$ cat src/r2fft_pkg.sv
`timescale 1ns / 1ps
`default_nettype none
// Shared types, codes and twiddle ROM builder for the radix-2 FFT engine.
package r2fft_pkg;

    localparam int DEF_MAX_LOG2_SIZE = 10;
    localparam int DEF_ACC_WIDTH     = 32;
    localparam int DEF_TWIDDLE_WIDTH = 16;

    localparam int SAMPLE_WIDTH   = 16;
    localparam int BIN_WIDTH      = 32;
    localparam int LOG2_REG_WIDTH = 4;
    localparam int THR_WIDTH      = 16;
    localparam int CFG_DATA_WIDTH = 16;
    localparam int CFG_ADDR_WIDTH = 2;

    localparam logic [CFG_ADDR_WIDTH-1:0] CFG_LOG2_SIZE    = 2'd0;
    localparam logic [CFG_ADDR_WIDTH-1:0] CFG_INVERSE_MODE = 2'd1;
    localparam logic [CFG_ADDR_WIDTH-1:0] CFG_IMAG_SNAP    = 2'd2;

    localparam logic [LOG2_REG_WIDTH-1:0] LOG2_SIZE_RESET = 4'd10;

    localparam logic FUNC_LOAD = 1'b0;
    localparam logic FUNC_READ = 1'b1;

    typedef struct packed {
        logic                           func;
        logic signed [SAMPLE_WIDTH-1:0] sample_real;
        logic signed [SAMPLE_WIDTH-1:0] sample_imag;
    } t_in_item;

    typedef struct packed {
        logic signed [BIN_WIDTH-1:0] bin_real;
        logic signed [BIN_WIDTH-1:0] bin_imag;
        logic                        bin_valid;
        logic                        last_bin;
    } t_out_item;

    // butterfly datapath step, one per cycle of the multiply sequence
    typedef enum logic [2:0] {
        BF_HOLD  = 3'd0,
        BF_CAP_X = 3'd1,
        BF_M0    = 3'd2,
        BF_M1    = 3'd3,
        BF_M2    = 3'd4,
        BF_M3    = 3'd5,
        BF_M4    = 3'd6,
        BF_M5    = 3'd7
    } t_bf_op;

    function automatic longint unsigned isqrt64(input longint unsigned x);
        longint unsigned r;
        longint unsigned b;
        longint unsigned v;
        int it;
        r = 0;
        b = 64'd1 << 62;
        v = x;
        for (it = 0; it < 32; it++) begin
            if (b > v) b = b >> 2;
        end
        for (it = 0; it < 32; it++) begin
            if (b != 0) begin
                if (v >= r + b) begin
                    v = v - (r + b);
                    r = (r >> 1) + b;
                end else begin
                    r = r >> 1;
                end
                b = b >> 2;
            end
        end
        return r;
    endfunction

    // restoring long division, elaboration only
    function automatic longint unsigned udiv64(input longint unsigned num,
                                               input longint unsigned den);
        longint unsigned q;
        longint unsigned rem;
        int i;
        q   = 0;
        rem = 0;
        for (i = 63; i >= 0; i--) begin
            rem = (rem << 1) | ((num >> i) & 64'd1);
            if (rem >= den) begin
                rem = rem - den;
                q   = q | (64'd1 << i);
            end
        end
        return q;
    endfunction

    // cos or sin of 2*pi*k/2^max_l2 in Q1.(tw-1), built by half-angle steps in Q2.30
    function automatic longint rom_entry(input int k, input int max_l2, input int tw,
                                         input bit want_sin);
        longint bc [16];
        longint bs [16];
        longint c;
        longint s;
        longint nc;
        longint ns;
        longint q30;
        longint hi;
        longint lo;
        longint unsigned uc;
        longint unsigned us;
        longint unsigned ut;
        int nb;
        int sh;
        int j;
        q30 = longint'(1) << 30;
        nb  = max_l2 - 1;
        sh  = 31 - tw;
        for (j = 0; j < 16; j++) begin
            bc[j] = 0;
            bs[j] = 0;
        end
        if (nb > 0) begin
            bc[nb-1] = 0;
            bs[nb-1] = q30;
            for (j = nb - 1; j > 0; j--) begin
                ut = q30 + bc[j];
                uc = isqrt64(ut << 29);
                ut = bs[j];
                us = udiv64((ut << 30) + uc, uc << 1);
                bc[j-1] = uc;
                bs[j-1] = us;
            end
        end
        c = q30;
        s = 0;
        for (j = 0; j < nb; j++) begin
            if (((k >> j) & 1) != 0) begin
                nc = (c * bc[j] - s * bs[j] + (longint'(1) << 29)) >>> 30;
                ns = (c * bs[j] + s * bc[j] + (longint'(1) << 29)) >>> 30;
                c  = nc;
                s  = ns;
            end
        end
        if (want_sin) c = s;
        c  = (c + (longint'(1) << (sh - 1))) >>> sh;
        hi = (longint'(1) << (tw - 1)) - 1;
        lo = -hi - 1;
        if (c > hi) c = hi;
        else if (c < lo) c = lo;
        return c;
    endfunction

endpackage
`default_nettype wire

$ cat src/r2fft_bfly.sv
`timescale 1ns / 1ps
`default_nettype none
// Butterfly datapath: one shared multiplier, accumulate, round, add/subtract.
module r2fft_bfly #(
    parameter int ACC_WIDTH     = 32,
    parameter int TWIDDLE_WIDTH = 16
) (
    input  wire logic                           i_clk,
    input  wire r2fft_pkg::t_bf_op              i_op,
    input  wire logic signed [ACC_WIDTH-1:0]    i_rd_re,
    input  wire logic signed [ACC_WIDTH-1:0]    i_rd_im,
    input  wire logic signed [TWIDDLE_WIDTH:0]  i_wc,
    input  wire logic signed [TWIDDLE_WIDTH:0]  i_ws,
    output logic signed [ACC_WIDTH-1:0]         o_p_re,
    output logic signed [ACC_WIDTH-1:0]         o_p_im,
    output logic signed [ACC_WIDTH-1:0]         o_q_re,
    output logic signed [ACC_WIDTH-1:0]         o_q_im
);
    import r2fft_pkg::*;

    localparam int PW  = ACC_WIDTH + TWIDDLE_WIDTH + 1;
    localparam int TDW = ACC_WIDTH + 3;
    localparam int SW  = TDW + 1;
    localparam logic signed [PW:0]   RndBias = (PW+1)'(1) << (TWIDDLE_WIDTH - 2);
    localparam logic signed [SW-1:0] AccMax  =
        SW'((longint'(1) << (ACC_WIDTH - 1)) - 1);
    localparam logic signed [SW-1:0] AccMin  = -AccMax - SW'(1);

    logic signed [ACC_WIDTH-1:0]     r_xr, r_xi, r_ur, r_ui;
    logic signed [PW-1:0]            r_prod;
    logic signed [PW:0]              r_acc_r, r_acc_i;
    logic signed [TDW-1:0]           r_tr, r_ti;
    logic signed [ACC_WIDTH-1:0]     w_mul_a;
    logic signed [TWIDDLE_WIDTH:0]   w_mul_b;
    logic signed [PW-1:0]            w_prod;
    logic signed [PW:0]              w_prod_x;
    logic signed [PW:0]              w_sh_r, w_sh_i;

    function automatic logic signed [ACC_WIDTH-1:0] sat_acc(input logic signed [SW-1:0] v);
        if (v > AccMax) return AccMax[ACC_WIDTH-1:0];
        if (v < AccMin) return AccMin[ACC_WIDTH-1:0];
        return v[ACC_WIDTH-1:0];
    endfunction

    // xr*wc, xi*ws, xi*wc, xr*ws over steps M0..M3
    assign w_mul_a  = (i_op == BF_M0 || i_op == BF_M3) ? r_xr : r_xi;
    assign w_mul_b  = (i_op == BF_M0 || i_op == BF_M2) ? i_wc : i_ws;
    assign w_prod   = w_mul_a * w_mul_b;
    assign w_prod_x = {r_prod[PW-1], r_prod};
    assign w_sh_r   = (r_acc_r + RndBias) >>> (TWIDDLE_WIDTH - 1);
    assign w_sh_i   = (r_acc_i + RndBias) >>> (TWIDDLE_WIDTH - 1);

    always_ff @(posedge i_clk) begin
        unique case (i_op)
            BF_CAP_X: begin
                r_xr <= i_rd_re;
                r_xi <= i_rd_im;
            end
            BF_M0: begin
                r_ur   <= i_rd_re;
                r_ui   <= i_rd_im;
                r_prod <= w_prod;
            end
            BF_M1: begin
                r_acc_r <= w_prod_x;
                r_prod  <= w_prod;
            end
            BF_M2: begin
                r_acc_r <= r_acc_r - w_prod_x;
                r_prod  <= w_prod;
            end
            BF_M3: begin
                r_acc_i <= w_prod_x;
                r_prod  <= w_prod;
            end
            BF_M4: begin
                r_acc_i <= r_acc_i + w_prod_x;
                r_tr    <= w_sh_r[TDW-1:0];
            end
            BF_M5: begin
                r_ti <= w_sh_i[TDW-1:0];
            end
            BF_HOLD: ;
            default: ;
        endcase
    end

    assign o_p_re = sat_acc(SW'(r_ur) + SW'(r_tr));
    assign o_p_im = sat_acc(SW'(r_ui) + SW'(r_ti));
    assign o_q_re = sat_acc(SW'(r_ur) - SW'(r_tr));
    assign o_q_im = sat_acc(SW'(r_ui) - SW'(r_ti));
endmodule
`default_nettype wire

$ cat config.mk
export PLATFORM = sky130hd
export DESIGN_NAME = r2fft_bfly
export DESIGN_NICKNAME = d
export VERILOG_FILES = /design/src/r2fft_pkg.sv /design/src/r2fft_bfly.sv
export SDC_FILE = /design/constraint.sdc
export NUM_CORES = 2
export LEC_CHECK = 0
export BUFFER_PORTS_ARGS = -buffer_cell sky130_fd_sc_hd__buf_2
export CAP_MARGIN = 5
export CORE_MARGIN = 2
export CORE_UTILIZATION = 41
export CTS_CLUSTER_DIAMETER = 150
export DETAILED_ROUTE_END_ITERATION = 7
export GPL_TIMING_DRIVEN = 0
export SETUP_SLACK_MARGIN = 0.3
export SLEW_MARGIN = 20
export SYNTH_ARGS = -nofsm -noshare
export SYNTH_HDL_FRONTEND = slang
export SYNTH_SLANG_ARGS = --single-unit
$ cat constraint.sdc
create_clock -name i_clk -period 16.5 [get_ports i_clk]
set_input_delay 0 -clock i_clk [delete_from_list [all_inputs] [get_ports i_clk]]
set_output_delay 0 -clock i_clk [all_outputs]
set_load 0.005 [all_outputs]
Yosys cells after proc, flatten, opt, wreduce, memory -nomap -nowiden. Cells that the tools add are included.

Word-level logic and storage cells: 70. Register bits after elaboration: 347. Output and inout port bits: 128.

Equal/unequal tests: 7. $add $sub $neg: 8. Multipliers: 1. Muxes and demuxes: 32. Reduce and logical (&&, ||, !) cells: 5. Order comparisons: 8.

Operator list (number): two-way mux 32 bit (17); case mux 50 bit (2 select lines) (2); greater-than comparator 36 x 32 -> 1 bit, second input constant (4); less-than comparator 36 x 32 -> 1 bit, second input constant (4); adder 50 x 16 -> 50 bit, second input constant (2); adder 32 x 35 -> 36 bit (2); subtractor 32 x 35 -> 36 bit (2); adder 50 x 49 -> 50 bit (1); subtractor 50 x 49 -> 50 bit (1); multiplier 32 x 17 -> 49 bit (1); two-way mux 17 bit (1); == test 3 bit, second input constant (4); two-way mux 1 bit (12); == test 3 x 2 -> 1 bit, second input constant (2); nonzero test 2 bit (2); OR reduction 4 bit (1); == test 3 x 1 -> 1 bit, second input constant (1); logical OR 1 bit (2).

Longest topological paths before layout.
Depth in word-level cells: 6. Gate-level depth with buffers: 32.

Worst setup path after synthesis. OpenSTA, ideal clock, no wires.

Path type: input port to flip-flop. From: in i_op[1]. To: reg r_prod[48] (data pin). Data required time: 16.235 ns. Library setup time: 0.265 ns. Arrival time: 12.192 ns. Setup slack: 4.043 ns. Buffers on the path: 3. Stages: 28. Path through: clkbuf_1 -> nor3b_1 -> nor2_1 -> buf_2 -> buf_1 -> mux2i_1 -> nor2_1 -> fa_1 -> inv_1 -> fa_1 -> inv_1 -> fa_1 -> fa_1 -> fa_1 -> inv_1 -> fa_1 -> inv_1 -> ha_1 -> and4_1 -> nand3_1 -> a211o_1 -> o211ai_1 -> o221ai_1 -> nand3_1 -> nand2_1 -> o21ai_0 -> a311oi_1 -> xnor2_1.

Cells in the longest elaborated chain, start to end: 4.

Ends and longest elaborated chain: from (decl) (RTL line r2fft_bfly.sv:9) `input wire r2fft_pkg::t_bf_op i_op,`; == test 3 x 2 -> 1 bit, or another cell as far along (RTL line r2fft_bfly.sv:46, r2fft_bfly.sv:47); logical OR 1 bit (on tied branches) (RTL line r2fft_bfly.sv:46, r2fft_bfly.sv:47); two-way mux 32 bit / two-way mux 17 bit (equally long branches) (RTL line r2fft_bfly.sv:46, r2fft_bfly.sv:47); multiplier 32 x 17 -> 49 bit (*) (RTL line r2fft_bfly.sv:48) `assign w_prod = w_mul_a * w_mul_b;`; net w_prod[48] (RTL line r2fft_bfly.sv:35) `logic signed [PW-1:0] w_prod;`; to (signal assigned) (RTL line r2fft_bfly.sv:62) `r_prod <= w_prod;`; to (signal assigned) (RTL line r2fft_bfly.sv:66) `r_prod <= w_prod;`; to (signal assigned) (RTL line r2fft_bfly.sv:70) `r_prod <= w_prod;`; to (decl) (RTL line r2fft_bfly.sv:30) `logic signed [PW-1:0] r_prod;`.

Mark *: on every way through the listed nets, which the timed path passes. The rest lies on a longest branch. A chain may end at the register's enable or synchronous reset.

Final worst setup path.
From: in i_op[2]. To: reg r_prod[48] (data pin).

The elaborated chain is that of the path after synthesis.

==> results.cfg <==
[global_routing]
grt_pass1_vias = 38400
track_usage_pct = 28.0
grt_max_degree = 51
gr-usage-met2_pct = 43.2
grt_pass1_wl_um = 243000
grt_overflow = 0
antenna_found_initial = 4
grt_use_met1_pct = 39.7
use_met3_pct = 5.60
top_usage_layer = met2

[placed_design]
placed_cell_area_um2 = 49600
dp_slack_ns = 5.89
io_buffers = 228
dp_hpwl_um = 135000
gp_congestion = 0.989

[clock_network]
clock_latency_ns = 0.58
cts-root-buf = clkbuf_16
tritoncts = built
htree_levels = 2
clkTransAtPathRegs_ns = 0.06
numCtsBuffers = 42
cts_sinks = 347
clockBufferDepth = 3

[sta]
layout_setup_ws_ns = 6.01
finalSetupViolations = 0
finalMaxSlewViolations = 0
clock-skew-final_ns = 0.0185
fmax_ghz = 0.0953
max_slew.worst_pin.slew_ns = 1.19
relSlewSlack_pct = 18.5
finalHoldViolations = 0
timing.final.crit_share_pct = 63.6
rsz0062_at_grt = no
finalCriticalPeriod_ns = 10.49

[worst_setup_path]
slowest_delay_ns = 0.91
critical_path.slowest_cell = mux2i_1
endpoint = r_prod[48]
crit_fanout = 10
cp-start-kind = primary input
crit_arrival_ns = 10.81
crit_path_end_kind = flop
crit_top_cell = fa_1
worstReg2RegEnd = r_prod[48]
reg2reg_depth = 24
reg2reg_setup_slack_ns = 8.05
path_class = in -> reg
startpoint = i_op[2]
worstPathRequired_ns = 16.82
r2r-start = r_xi[3]

[floorplan]
start_util_pct = 41.5
ios = 230
rows = 122
die_x_um = 339
die_h_um = 339
die_area_um2 = 115000
coreArea_um2 = 111000

[logic_synthesis]
synthArstFlopShare_pct = 0
synth.avg_cell_area_um2 = 9.03
synth-seq-area-share_pct = 22.6
synth_area_um2 = 46100
ys_warn_count = 0
synthCells = 5105
synth_edf_count = 347
synthFlopType = edfxtp_1
yosys-top-cells-count = inv_1, nand2_1, fa_1
synth_largest_area_cell = fa_1
ys_types = 96
yosys.area.top_type_share_pct = 22.9
ys_ff_latch = 347
yosysMostFrequentCell = inv_1
synth_nets = 6089
synth.area.top_cells = fa_1, edfxtp_1, ha_1

[routing]
wirelength_um = 162000
drc = 0
wire_per_inst_um = 23.1
vias_per_cell = 5.57
antenna_left = 0
vias = 38900
first_pass_iters = 5
drt_iter0_markers = 3578

[flow_run]
max-cap-violations = 0

[status]
status = finished, final reports clean

[worst_hold_path]
hp-start = i_wc[0]
hp-class = in -> reg

[final_layout]
area_delta_synth_final_pct = 12.2
final_area_um2 = 51700
nNetsFinal = 6452
drive_above_1_share_pct = 8.98
through the flow:
step,std cells,hold WS (ns),util (%),setup TNS [ns]
after floorplan,5105,0.0989,-,0
after global placement,6821,0.198,44.2,-112.36
after detailed placement,6847,0.194,44.6,0
after CTS,6989,0.0353,46.5,0
after global routing,6989,0.0609,46.5,0
final,6991,0.0690,46.5,0
registers in the layout (all words and copies together), names as in the netlist:
| signal | count |
|---|---|
| r_tr | 35 |
| r_xi | 32 |
| r_acc_r | 50 |
| r_prod | 49 |
| r_acc_i | 50 |
| r_ui | 32 |
| r_xr | 32 |
| r_ti | 35 |
| r_ur | 32 |
cell usage in the layout (no fill, tap or decap), drive strengths merged, types with 154 or more instances in the layout:
| master | Yosys | routed |
|---|---|---|
| a21o | 154 | 154 |
| edfxtp | 347 | 347 |
| buf | 52 | 306 |
| inv | 777 | 781 |
| a21oi | 291 | 291 |
| nor2 | 488 | 488 |
| nand2 | 547 | 547 |
| o21ai | 297 | 297 |
| fa | 527 | 527 |
| xnor2 | 239 | 239 |
| ha | 355 | 355 |
| clkbuf | 130 | 176 |
layout make-up:
| class | instances | area, um^2 |
|---|---|---|
| inverters | 778 | 2920 |
| clock buffers | 46 | 1090 |
| flip-flops and latches | 347 | 10400 |
| fillers | 10900 | 59400 |
| plain buffers | 182 | 776 |
| repair buffers | 319 | 2110 |
| diodes | 2 | 5.00 |
| clock inverters | 31 | 364 |
| multi-input cells | 3798 | 32100 |
| well taps | 1488 | 1860 |
cell families after synthesis:
family                     synth area share (%)
AOI/OAI and AO/OA                          14.8
xor gates and xnor gates                   6.12
adders and majority gates                  32.5
buffers and inverters                      8.02
DFF                                        22.6
muxes                                      2.30
and+or+nand+nor                            13.7
worst min path at each step:
stage / endpoint / cells after the start
6_report: r_prod[0] / 3
2_1_floorplan: r_ui[0] / 0
3_5_place_dp: r_xr[19] / 1
3_3_place_gp: r_ui[10] / 1
4_1_cts: r_prod[0] / 3
5_1_grt: r_prod[0] / 3
what timing repair did:
| item | 4_1_cts | 5_1_grt |
|---|---|---|
| hold buffers | 65 | 0 |
| endpoints found under the hold margin | 133 | 0 |
| gates resized for setup | 0 | 0 |
| setup buffers | 0 | 0 |
metal layers:
layer	share of wire, %	wire, um
met4	3.4	5510
met5	0.0043	7
met3	8.8	14200
met2	44	71200
met1	44	70800
critical path, delay by kind of cell:
kind,cells,cell delay [ns]
buffers and inverters,9,2.95
and+or+nand+nor,6,1.34
AOI/OAI and AO/OA,6,1.94
muxes,1,0.91
xor gates and xnor gates,1,0.17
adders and majority gates,7,3.47
Power is left out: the tool's default activity adds up to more than one toggle a clock period on the data nets, which glitch-free logic cannot reach.
